--- config.mk ---
export PLATFORM = sky130hd
export DESIGN_NAME = i2c_bus_clear_sequencer_unit_flat
export DESIGN_NICKNAME = d
export VERILOG_FILES = /design/src/hdl/i2cbc_pkg.sv /design/src/hdl/i2cbc_stream_if.sv /design/src/hdl/i2cbc_cfg_if.sv /design/src/hdl/i2cbc_cfg_regs.sv /design/src/hdl/i2cbc_seq_core.sv /design/src/hdl/i2cbc_out_reg.sv /design/src/hdl/i2c_bus_clear_sequencer_unit.sv /design/src/flat_wrapper.sv
export VERILOG_INCLUDE_DIRS = /design/src /design/src/hdl
export SDC_FILE = /design/constraint.sdc
export NUM_CORES = 1
export LEC_CHECK = 0
export ABC_AREA = 0
export BUFFER_PORTS_ARGS = -buffer_cell sky130_fd_sc_hd__buf_2
export CELL_PAD_IN_SITES_DETAIL_PLACEMENT = 1
export CELL_PAD_IN_SITES_GLOBAL_PLACEMENT = 1
export CORE_MARGIN = 3
export CORE_UTILIZATION = 49
export CTS_CLUSTER_SIZE = 30
export DETAILED_ROUTE_END_ITERATION = 10
export PLACE_DENSITY_LB_ADDON = 0.1
export SLEW_MARGIN = 15
export SYNTH_ARGS = -nofsm -noshare
export SYNTH_HDL_FRONTEND = slang
export SYNTH_HIERARCHICAL = 1
export SYNTH_SLANG_ARGS = --single-unit
--- constraint.sdc ---
create_clock -name clk -period 3.88 [get_ports clk]
set_clock_uncertainty 0.2 [all_clocks]
set_input_delay 0.388 -clock clk [delete_from_list [all_inputs] [get_ports clk]]
set_output_delay 0.388 -clock clk [all_outputs]
set_load 0.03 [all_outputs]
--- src/hdl/assert_macros.svh ---
// assertion macros shared by the sequencer rtl
`ifndef ASSERT_MACROS_SVH
`define ASSERT_MACROS_SVH

// implication checked on the same edge, disabled in reset
`define I2CBC_ASSERT_SAME(name, ante, cons, msg) \
    name: assert property (@(posedge clk) disable iff (!rst_n) (ante) |-> (cons)) \
        else $error(msg);

// implication with the consequent checked in the next cycle, disabled in reset
`define I2CBC_ASSERT_NEXT(name, ante, cons, msg) \
    name: assert property (@(posedge clk) disable iff (!rst_n) (ante) |=> (cons)) \
        else $error(msg);

`endif

--- src/hdl/i2cbc_pkg.sv ---
// types and constants for the i2c bus clear sequencer
`timescale 1ns / 1ps

package i2cbc_pkg;

    localparam int CFG_INDEX_W   = 4;
    localparam int CFG_DATA_W    = 24;
    localparam int CFG_TIMEOUT_W = 24;
    localparam int PULSE_W       = 5;

    // configuration register indexes
    localparam logic [CFG_INDEX_W-1:0] CFG_PINS_CONFIGURED     = 4'd0;
    localparam logic [CFG_INDEX_W-1:0] CFG_SCL_RELEASE_TIMEOUT = 4'd1;
    localparam logic [CFG_INDEX_W-1:0] CFG_STRETCH_TIMEOUT     = 4'd2;
    localparam logic [CFG_INDEX_W-1:0] CFG_MAX_PULSES          = 4'd3;

    // configuration reset values
    localparam logic [CFG_TIMEOUT_W-1:0] RST_SCL_RELEASE_TIMEOUT = 24'd250000;
    localparam logic [CFG_TIMEOUT_W-1:0] RST_STRETCH_TIMEOUT     = 24'd200000;
    localparam logic [PULSE_W-1:0]       RST_MAX_PULSES          = 5'd20;

    typedef enum logic [2:0] {
        PH_IDLE          = 3'd0,
        PH_WAIT_SCL      = 3'd1,
        PH_SDA_CHECK     = 3'd2,
        PH_PULSE_RELEASE = 3'd3,
        PH_PULSE_CHECK   = 3'd4,
        PH_STRETCH       = 3'd5,
        PH_STOP_COND     = 3'd6,
        PH_FINISH        = 3'd7
    } phase_t;

    typedef enum logic [2:0] {
        ST_IDLE      = 3'd0,
        ST_NOT_CONF  = 3'd1,
        ST_OK        = 3'd2,
        ST_CLEARING  = 3'd3,
        ST_SCL_STUCK = 3'd4,
        ST_SDA_STUCK = 3'd5,
        ST_STRETCH   = 3'd6,
        ST_CLEARED   = 3'd7
    } status_t;

    typedef struct packed {
        logic scl_level;
        logic sda_level;
        logic check_request;
    } tick_t;

    typedef struct packed {
        status_t status;
        logic    scl_drive_low;
        logic    sda_drive_low;
        logic    pullup_enable;
    } result_t;

    typedef struct packed {
        logic                     pins_configured;
        logic [CFG_TIMEOUT_W-1:0] scl_release_timeout;
        logic [CFG_TIMEOUT_W-1:0] stretch_timeout;
        logic [PULSE_W-1:0]       max_pulses;
    } cfg_t;

endpackage

--- src/hdl/i2cbc_stream_if.sv ---
// valid/ready stream channel carrying one word per handshake
`timescale 1ns / 1ps

interface i2cbc_stream_if #(
    parameter type payload_t = logic
) ();
    logic     valid;
    logic     ready;
    payload_t payload;

    modport source (output valid, output payload, input ready);
    modport sink   (input valid, input payload, output ready);
endinterface

--- src/hdl/i2cbc_cfg_if.sv ---
// configuration write channel
`timescale 1ns / 1ps

interface i2cbc_cfg_if ();
    import i2cbc_pkg::*;

    logic                   valid;
    logic                   ready;
    logic [CFG_INDEX_W-1:0] index;
    logic [CFG_DATA_W-1:0]  data;

    modport source (output valid, output index, output data, input ready);
    modport sink   (input valid, input index, input data, output ready);
endinterface

--- src/hdl/i2cbc_cfg_regs.sv ---
// configuration register file
`timescale 1ns / 1ps

module i2cbc_cfg_regs (
    input  logic            clk,
    input  logic            rst_n,
    i2cbc_cfg_if.sink       cfg,
    output i2cbc_pkg::cfg_t cfg_word
);
    import i2cbc_pkg::*;

    cfg_t cfg_reg;
    cfg_t cfg_next;

    assign cfg.ready = 1'b1;
    assign cfg_word  = cfg_reg;

    always_comb
    begin
        cfg_next = cfg_reg;
        if (cfg.valid)
        begin
            unique case (cfg.index)
                CFG_PINS_CONFIGURED:     cfg_next.pins_configured = cfg.data[0];
                CFG_SCL_RELEASE_TIMEOUT: cfg_next.scl_release_timeout =
                                             cfg.data[CFG_TIMEOUT_W-1:0];
                CFG_STRETCH_TIMEOUT:     cfg_next.stretch_timeout =
                                             cfg.data[CFG_TIMEOUT_W-1:0];
                CFG_MAX_PULSES:          cfg_next.max_pulses = cfg.data[PULSE_W-1:0];
                default:                 cfg_next = cfg_reg;
            endcase
        end
    end

    always_ff @(posedge clk or negedge rst_n)
    begin
        if (!rst_n)
        begin
            cfg_reg.pins_configured     <= 1'b0;
            cfg_reg.scl_release_timeout <= RST_SCL_RELEASE_TIMEOUT;
            cfg_reg.stretch_timeout     <= RST_STRETCH_TIMEOUT;
            cfg_reg.max_pulses          <= RST_MAX_PULSES;
        end
        else
        begin
            cfg_reg <= cfg_next;
        end
    end

endmodule

--- src/hdl/i2cbc_seq_core.sv ---
// recovery state machine, wait timer and pulse budget
`timescale 1ns / 1ps

module i2cbc_seq_core #(
    parameter int TIMER_BITS = 24
) (
    input  logic               clk,
    input  logic               rst_n,
    input  logic               accept,
    input  i2cbc_pkg::tick_t   tick_word,
    input  i2cbc_pkg::cfg_t    cfg_word,
    output i2cbc_pkg::result_t result_word
);
    import i2cbc_pkg::*;

    localparam int CMP_W = (TIMER_BITS > CFG_TIMEOUT_W) ? TIMER_BITS : CFG_TIMEOUT_W;
    localparam logic [TIMER_BITS-1:0] TIMER_MAX = {TIMER_BITS{1'b1}};

    phase_t                  phase_reg;
    phase_t                  phase_next;
    logic [TIMER_BITS-1:0]   wait_timer_reg;
    logic [TIMER_BITS-1:0]   wait_timer_next;
    logic [PULSE_W-1:0]      pulses_left_reg;
    logic [PULSE_W-1:0]      pulses_left_next;

    logic [TIMER_BITS-1:0]    timer_inc;
    logic [CFG_TIMEOUT_W-1:0] cur_timeout;
    logic                     expired;
    logic                     start_clear;
    logic                     decide;
    logic                     have_pulse;

    // saturating bump, then compare against the timeout for this wait
    assign timer_inc   = (wait_timer_reg == TIMER_MAX) ? wait_timer_reg
                                                       : wait_timer_reg + 1'b1;
    assign cur_timeout = (phase_reg == PH_STRETCH) ? cfg_word.stretch_timeout
                                                   : cfg_word.scl_release_timeout;
    assign expired     = CMP_W'(timer_inc) > CMP_W'(cur_timeout);
    assign start_clear = tick_word.check_request && cfg_word.pins_configured &&
                         !(tick_word.scl_level && tick_word.sda_level);
    // sda decision taken after scl seen high
    assign decide      = (phase_reg == PH_SDA_CHECK) ||
                         ((phase_reg == PH_PULSE_CHECK) && tick_word.scl_level);
    assign have_pulse  = (pulses_left_reg != '0);

    always_comb
    begin
        phase_next = phase_reg;
        unique case (phase_reg)
            PH_IDLE:
                if (start_clear)
                    phase_next = PH_WAIT_SCL;
            PH_WAIT_SCL, PH_STRETCH:
                if (tick_word.scl_level)
                    phase_next = PH_SDA_CHECK;
                else if (expired)
                    phase_next = PH_IDLE;
            PH_SDA_CHECK, PH_PULSE_CHECK:
                if (phase_reg == PH_PULSE_CHECK && !tick_word.scl_level)
                    phase_next = PH_STRETCH;
                else if (tick_word.sda_level)
                    phase_next = PH_STOP_COND;
                else if (have_pulse)
                    phase_next = PH_PULSE_RELEASE;
                else
                    phase_next = PH_IDLE;
            PH_PULSE_RELEASE:
                phase_next = PH_PULSE_CHECK;
            PH_STOP_COND:
                phase_next = PH_FINISH;
            PH_FINISH:
                phase_next = PH_IDLE;
        endcase
    end

    always_comb
    begin
        result_word = '{status: ST_IDLE, scl_drive_low: 1'b0,
                        sda_drive_low: 1'b0, pullup_enable: 1'b0};
        unique case (phase_reg)
            PH_IDLE:
                if (tick_word.check_request)
                begin
                    if (!cfg_word.pins_configured)
                        result_word.status = ST_NOT_CONF;
                    else if (tick_word.scl_level && tick_word.sda_level)
                        result_word.status = ST_OK;
                    else
                        result_word.status = ST_CLEARING;
                end
            PH_WAIT_SCL:
                result_word.status = (!tick_word.scl_level && expired) ? ST_SCL_STUCK
                                                                       : ST_CLEARING;
            PH_STRETCH:
                result_word.status = (!tick_word.scl_level && expired) ? ST_STRETCH
                                                                       : ST_CLEARING;
            PH_SDA_CHECK, PH_PULSE_CHECK:
                if (decide && !tick_word.sda_level && !have_pulse)
                    result_word.status = ST_SDA_STUCK;
                else
                    result_word.status = ST_CLEARING;
            PH_PULSE_RELEASE, PH_STOP_COND:
                result_word.status = ST_CLEARING;
            PH_FINISH:
                result_word.status = ST_CLEARED;
        endcase
        result_word.scl_drive_low = decide && !tick_word.sda_level && have_pulse;
        result_word.sda_drive_low = decide && tick_word.sda_level;
        result_word.pullup_enable = (result_word.status == ST_CLEARING);
    end

    always_comb
    begin
        wait_timer_next  = wait_timer_reg;
        pulses_left_next = pulses_left_reg;
        if (phase_reg == PH_IDLE && start_clear)
        begin
            wait_timer_next  = '0;
            pulses_left_next = cfg_word.max_pulses;
        end
        else if ((phase_reg == PH_WAIT_SCL || phase_reg == PH_STRETCH) &&
                 !tick_word.scl_level)
        begin
            wait_timer_next = timer_inc;
        end
        else if (phase_reg == PH_PULSE_CHECK && !tick_word.scl_level)
        begin
            wait_timer_next = '0;
        end
        else if (decide && !tick_word.sda_level && have_pulse)
        begin
            pulses_left_next = pulses_left_reg - 1'b1;
        end
    end

    always_ff @(posedge clk or negedge rst_n)
    begin
        if (!rst_n)
        begin
            phase_reg       <= PH_IDLE;
            wait_timer_reg  <= '0;
            pulses_left_reg <= '0;
        end
        else if (accept)
        begin
            phase_reg       <= phase_next;
            wait_timer_reg  <= wait_timer_next;
            pulses_left_reg <= pulses_left_next;
        end
    end

endmodule

--- src/hdl/i2cbc_out_reg.sv ---
// result register that frees itself when the word is taken
`timescale 1ns / 1ps

module i2cbc_out_reg (
    input  logic               clk,
    input  logic               rst_n,
    input  logic               load,
    input  i2cbc_pkg::result_t result_word,
    output logic               slot_free,
    i2cbc_stream_if.source     result
);
    import i2cbc_pkg::*;

    logic    valid_reg;
    logic    valid_next;
    result_t data_reg;

    // accept a new word when empty or when the held one leaves this cycle
    assign slot_free = !valid_reg || result.ready;

    always_comb
    begin
        valid_next = valid_reg;
        if (load)
            valid_next = 1'b1;
        else if (result.ready)
            valid_next = 1'b0;
    end

    always_ff @(posedge clk or negedge rst_n)
    begin
        if (!rst_n)
            valid_reg <= 1'b0;
        else
            valid_reg <= valid_next;
    end

    always_ff @(posedge clk)
    begin
        if (load)
            data_reg <= result_word;
    end

    assign result.valid   = valid_reg;
    assign result.payload = data_reg;

endmodule

--- src/hdl/i2c_bus_clear_sequencer_unit.sv ---
// i2c bus clear sequencer: one result word per accepted tick word
// result word is registered and valid in the cycle after its tick word is accepted
// throughput: one tick word per cycle unless a held result word waits on result.ready,
//   set by the single state update per tick and the one-entry result register
// reset: phase idle, wait timer and pulse budget zero, config registers at defaults
`timescale 1ns / 1ps
`include "assert_macros.svh"

module i2c_bus_clear_sequencer_unit #(
    parameter int TIMER_BITS = 24
) (
    input  logic           clk,
    input  logic           rst_n,
    i2cbc_cfg_if.sink      cfg,
    i2cbc_stream_if.sink   tick,
    i2cbc_stream_if.source result
);
    import i2cbc_pkg::*;

    cfg_t    cfg_word;
    tick_t   tick_word;
    result_t result_word;
    logic    slot_free;
    logic    tick_accept;

    assign tick_word   = tick.payload;
    assign tick.ready  = slot_free;
    assign tick_accept = tick.valid && slot_free;

    i2cbc_cfg_regs u_cfg_regs (
        .clk      (clk),
        .rst_n    (rst_n),
        .cfg      (cfg),
        .cfg_word (cfg_word)
    );

    i2cbc_seq_core #(
        .TIMER_BITS (TIMER_BITS)
    ) u_seq_core (
        .clk         (clk),
        .rst_n       (rst_n),
        .accept      (tick_accept),
        .tick_word   (tick_word),
        .cfg_word    (cfg_word),
        .result_word (result_word)
    );

    i2cbc_out_reg u_out_reg (
        .clk         (clk),
        .rst_n       (rst_n),
        .load        (tick_accept),
        .result_word (result_word),
        .slot_free   (slot_free),
        .result      (result)
    );

    // a held word must block new ticks
    `I2CBC_ASSERT_SAME(a_no_overwrite, result.valid && !result.ready, !tick.ready, "tick taken while result word held")
    // an accepted tick always leaves a word behind
    `I2CBC_ASSERT_NEXT(a_word_follows, tick_accept, result.valid, "accepted tick gave no result word")
    // pull-ups only while clearing
    `I2CBC_ASSERT_SAME(a_pullup_clearing, tick_accept, result_word.pullup_enable == (result_word.status == ST_CLEARING), "pull-up enable does not match clearing status")
    // never drive both lines low together
    `I2CBC_ASSERT_SAME(a_single_drive, tick_accept, !(result_word.scl_drive_low && result_word.sda_drive_low), "both lines driven low")

endmodule
--- src/flat_wrapper.sv ---
// flat-port wrapper written by rule: the top's interface ports become plain ports
module i2c_bus_clear_sequencer_unit_flat import i2cbc_pkg::*;
#(
    parameter int TIMER_BITS = 24
)
  (clk, rst_n, cfg_valid, cfg_index, cfg_data, cfg_ready, tick_valid, tick_payload, tick_ready, result_valid, result_payload, result_ready);
  i2cbc_cfg_if cfg_i ();
  i2cbc_stream_if tick_i ();
  i2cbc_stream_if result_i ();
  input  logic clk;
  input  logic rst_n;
  input wire logic [$bits(cfg_i.valid)-1:0] cfg_valid;
  input wire logic [$bits(cfg_i.index)-1:0] cfg_index;
  input wire logic [$bits(cfg_i.data)-1:0] cfg_data;
  output wire logic [$bits(cfg_i.ready)-1:0] cfg_ready;
  input wire logic [$bits(tick_i.valid)-1:0] tick_valid;
  input wire logic [$bits(tick_i.payload)-1:0] tick_payload;
  output wire logic [$bits(tick_i.ready)-1:0] tick_ready;
  output wire logic [$bits(result_i.valid)-1:0] result_valid;
  output wire logic [$bits(result_i.payload)-1:0] result_payload;
  input wire logic [$bits(result_i.ready)-1:0] result_ready;
  assign cfg_i.valid = cfg_valid;
  assign cfg_i.index = cfg_index;
  assign cfg_i.data = cfg_data;
  assign cfg_ready = cfg_i.ready;
  assign tick_i.valid = tick_valid;
  assign tick_i.payload = tick_payload;
  assign tick_ready = tick_i.ready;
  assign result_valid = result_i.valid;
  assign result_payload = result_i.payload;
  assign result_i.ready = result_ready;
  i2c_bus_clear_sequencer_unit #(.TIMER_BITS(TIMER_BITS)) u_core (.clk(clk), .rst_n(rst_n), .cfg(cfg_i), .tick(tick_i), .result(result_i));
endmodule
==> flow_metrics.py <==
metrics = {
    "floorplan": {
        "core.rowCount": 38,
        "die_w_um": 113,
        "ios": 38,
        "start_util": 0.510,
        "core-area_um2": 11000,
        "die_y_um": 113,
        "die-area_um2": 12800,
    },
    "global_routing": {
        "grt_max_degree": 78,
        "grt_overflow": 0,
        "grt_usage": 0.232,
        "antenna_found_initial": 0,
        "grt_pass1_wl_mm": 23.6,
        "grt_pass1_vias": 4452,
    },
    "sta": {
        "hold_viol": 6,
        "setup_viol": 0,
        "whs_ns": -0.0281,
        "fin_crit_sh": 0.942,
        "worst_pin_slew_ns": 1.00,
        "finalCriticalPeriod_ns": 3.66,
        "slew_headroom": 0.331,
        "slew_violations": 0,
        "fmax_ghz": 0.273,
        "rsz0062_at_grt": "true",
    },
    "clocking": {
        "clockBufferDepth": 2,
        "root_buffer": "clkbuf_16",
        "cts.hold.buffers_added": 0,
        "cts_tree": "built",
        "clk_latency_ns": 0.35,
        "htreeDepth": 3,
        "cts.reportedPaths.clkPinSlew_ns": 0.07,
        "cts_sinks": 88,
        "cts_buffers": 9,
    },
    "critical_path": {
        "critical_path.startpoint": "u_core/u_seq_core/wait_timer_reg[12]",
        "critPathRequiredTime_ns": 3.86,
        "crit_arrival_ns": 3.64,
        "critPathCapture": "u_core/u_out_reg/result.payload",
        "crit_type": "reg -> reg",
        "reg2reg_to": "u_core/u_out_reg/result.payload",
        "reg2reg_depth": 12,
        "crit_path_start_kind": "register",
        "crit_fanout": 7,
        "regToRegSetupSlack_ns": 0.22,
        "reg2reg_from": "u_core/u_seq_core/wait_timer_reg[12]",
        "worst_setup_path_end_kind": "register",
    },
    "yosys": {
        "netlist_instances": 518,
        "syn-cell-area_um2": 5620,
        "synth_warnings": 6,
        "avgSynthCellArea_um2": 10.9,
    },
    "power": {
        "total_power_mw": 3.29,
        "peakVddDrop_uv": 396,
        "leakage_nw": 2.93,
        "power_density_nw_per_um2": 525,
    },
    "placement": {
        "place_congestion": 0.816,
        "post_dp_cell_area_um2": 5950,
        "numPortBuffers": 36,
        "hpwl_mm": 10.3,
    },
    "finish": {
        "drive_above_1_share": 0.298,
        "fillers": 1191,
        "final_area_um2": 6270,
        "diodes": 0,
        "largest_reg_flops": 54,
        "area_growth_pct": 11.6,
        "fin_nets": 619,
    },
    "drt": {
        "drt_iter0_drc": 193,
        "drt-total-wl_mm": 14.2,
        "drtAntennaViolNets": 0,
        "drt_first_pass_iters": 4,
        "drc": 0,
        "vias": 4243,
        "routedWlPerCell_um": 20.2,
        "viasPerCell": 6.03,
    },
    "min_path": {
        "min_path_type": "in -> async",
    },
    "status": {
        "violations": "negative hold slack",
        "status": "complete, but fails checks",
    },
    "run": {
        "cap_viol_max_count": 0,
    },
}
[per-layer routing]
metal  vias to the layer above  GRT usage  part of all wire
met4                         0     0.0697             0.012
li1                       2001          -                 -
met5                         -          0                 0
met1                      2155      0.334              0.47
met3                        12     0.0310             0.034
met2                        75      0.365              0.48
[cell usage in the layout (no fill, tap or decap), drive strengths merged, types with 8 or more instances in the layout]
cell    count
dfstp      15
mux2i      24
conb        8
nor2       22
a31oi       8
clkbuf     10
buf        56
inv        12
a211oi      9
a21oi      27
ha         26
nand4      11
mux2       56
nand2      36
xnor2      14
nand3      21
dfrtp      72
xor2        9
o21ai      25
[where the power goes]
group	leakage, nW	internal (mW)	switching [mW]
clock network	0.131	0.444	0.400
logic	1.71	0.554	0.649
registers	1.09	1.13	0.119
[critical path: stages (launching register included)]
cell,delay (ns)
dfrtp_1,0.51
nand3_1,0.31
nor4_4,0.45
and2_1,0.25
nand3_1,0.11
xnor2_1,0.15
ha_1,0.33
nand4_1,0.21
nor4_2,0.32
buf_4,0.17
and4_1,0.21
a211oi_1,0.06
a211oi_1,0.22
[worst min-delay path by stage]
stage / start / endpoint / slack (ns) / cells after the start
finish: rst_n / u_core/u_seq_core/wait_timer_reg[20] / -0.03 / 1
global route: rst_n / u_core/u_seq_core/wait_timer_reg[18] / 0.07 / 1
CTS: rst_n / u_core/u_seq_core/wait_timer_reg[18] / 0.04 / 1
detailed placement: u_core/u_cfg_regs/cfg_word[19] / u_core/u_cfg_regs/cfg_word[19] / 0.29 / 1
global placement: u_core/u_cfg_regs/cfg_word[29] / u_core/u_cfg_regs/cfg_word[29] / 0.28 / 1
floorplan: rst_n / u_core/u_cfg_regs/cfg_word[0] / -0.11 / 0
[metrics by stage]
step / hold WS [ns] / util / worst slack (ns) / cells / TNS, ns
floorplan: -0.108 / - / 0.479 / 524 / 0
global placement: 0.283 / 0.539 / 0.230 / 686 / 0
detailed placement: 0.294 / 0.539 / 0.171 / 686 / 0
CTS: 0.0366 / 0.565 / 0.153 / 702 / 0
global route: 0.0678 / 0.569 / -0.0790 / 704 / -0.0790
finish: -0.0281 / 0.569 / 0.223 / 704 / 0
[repair_timing]
action,in CTS,in global routing
endpoints found under the setup margin,0,3
resized for setup,0,6
setup buffers,0,2
[final cells by class]
class | count | area, um^2 | share of cell area
multi-input combinational | 394 | 3210 | 0.511
sequential | 88 | 2230 | 0.355
timing repair buffer | 56 | 345 | 0.0550
clock buffer | 10 | 229 | 0.0365
tap | 140 | 175 | 0.0279
clock inverter | 6 | 52.6 | 0.00837
inverter | 10 | 37.5 | 0.00598
Power figures use the tool's default switching activity.
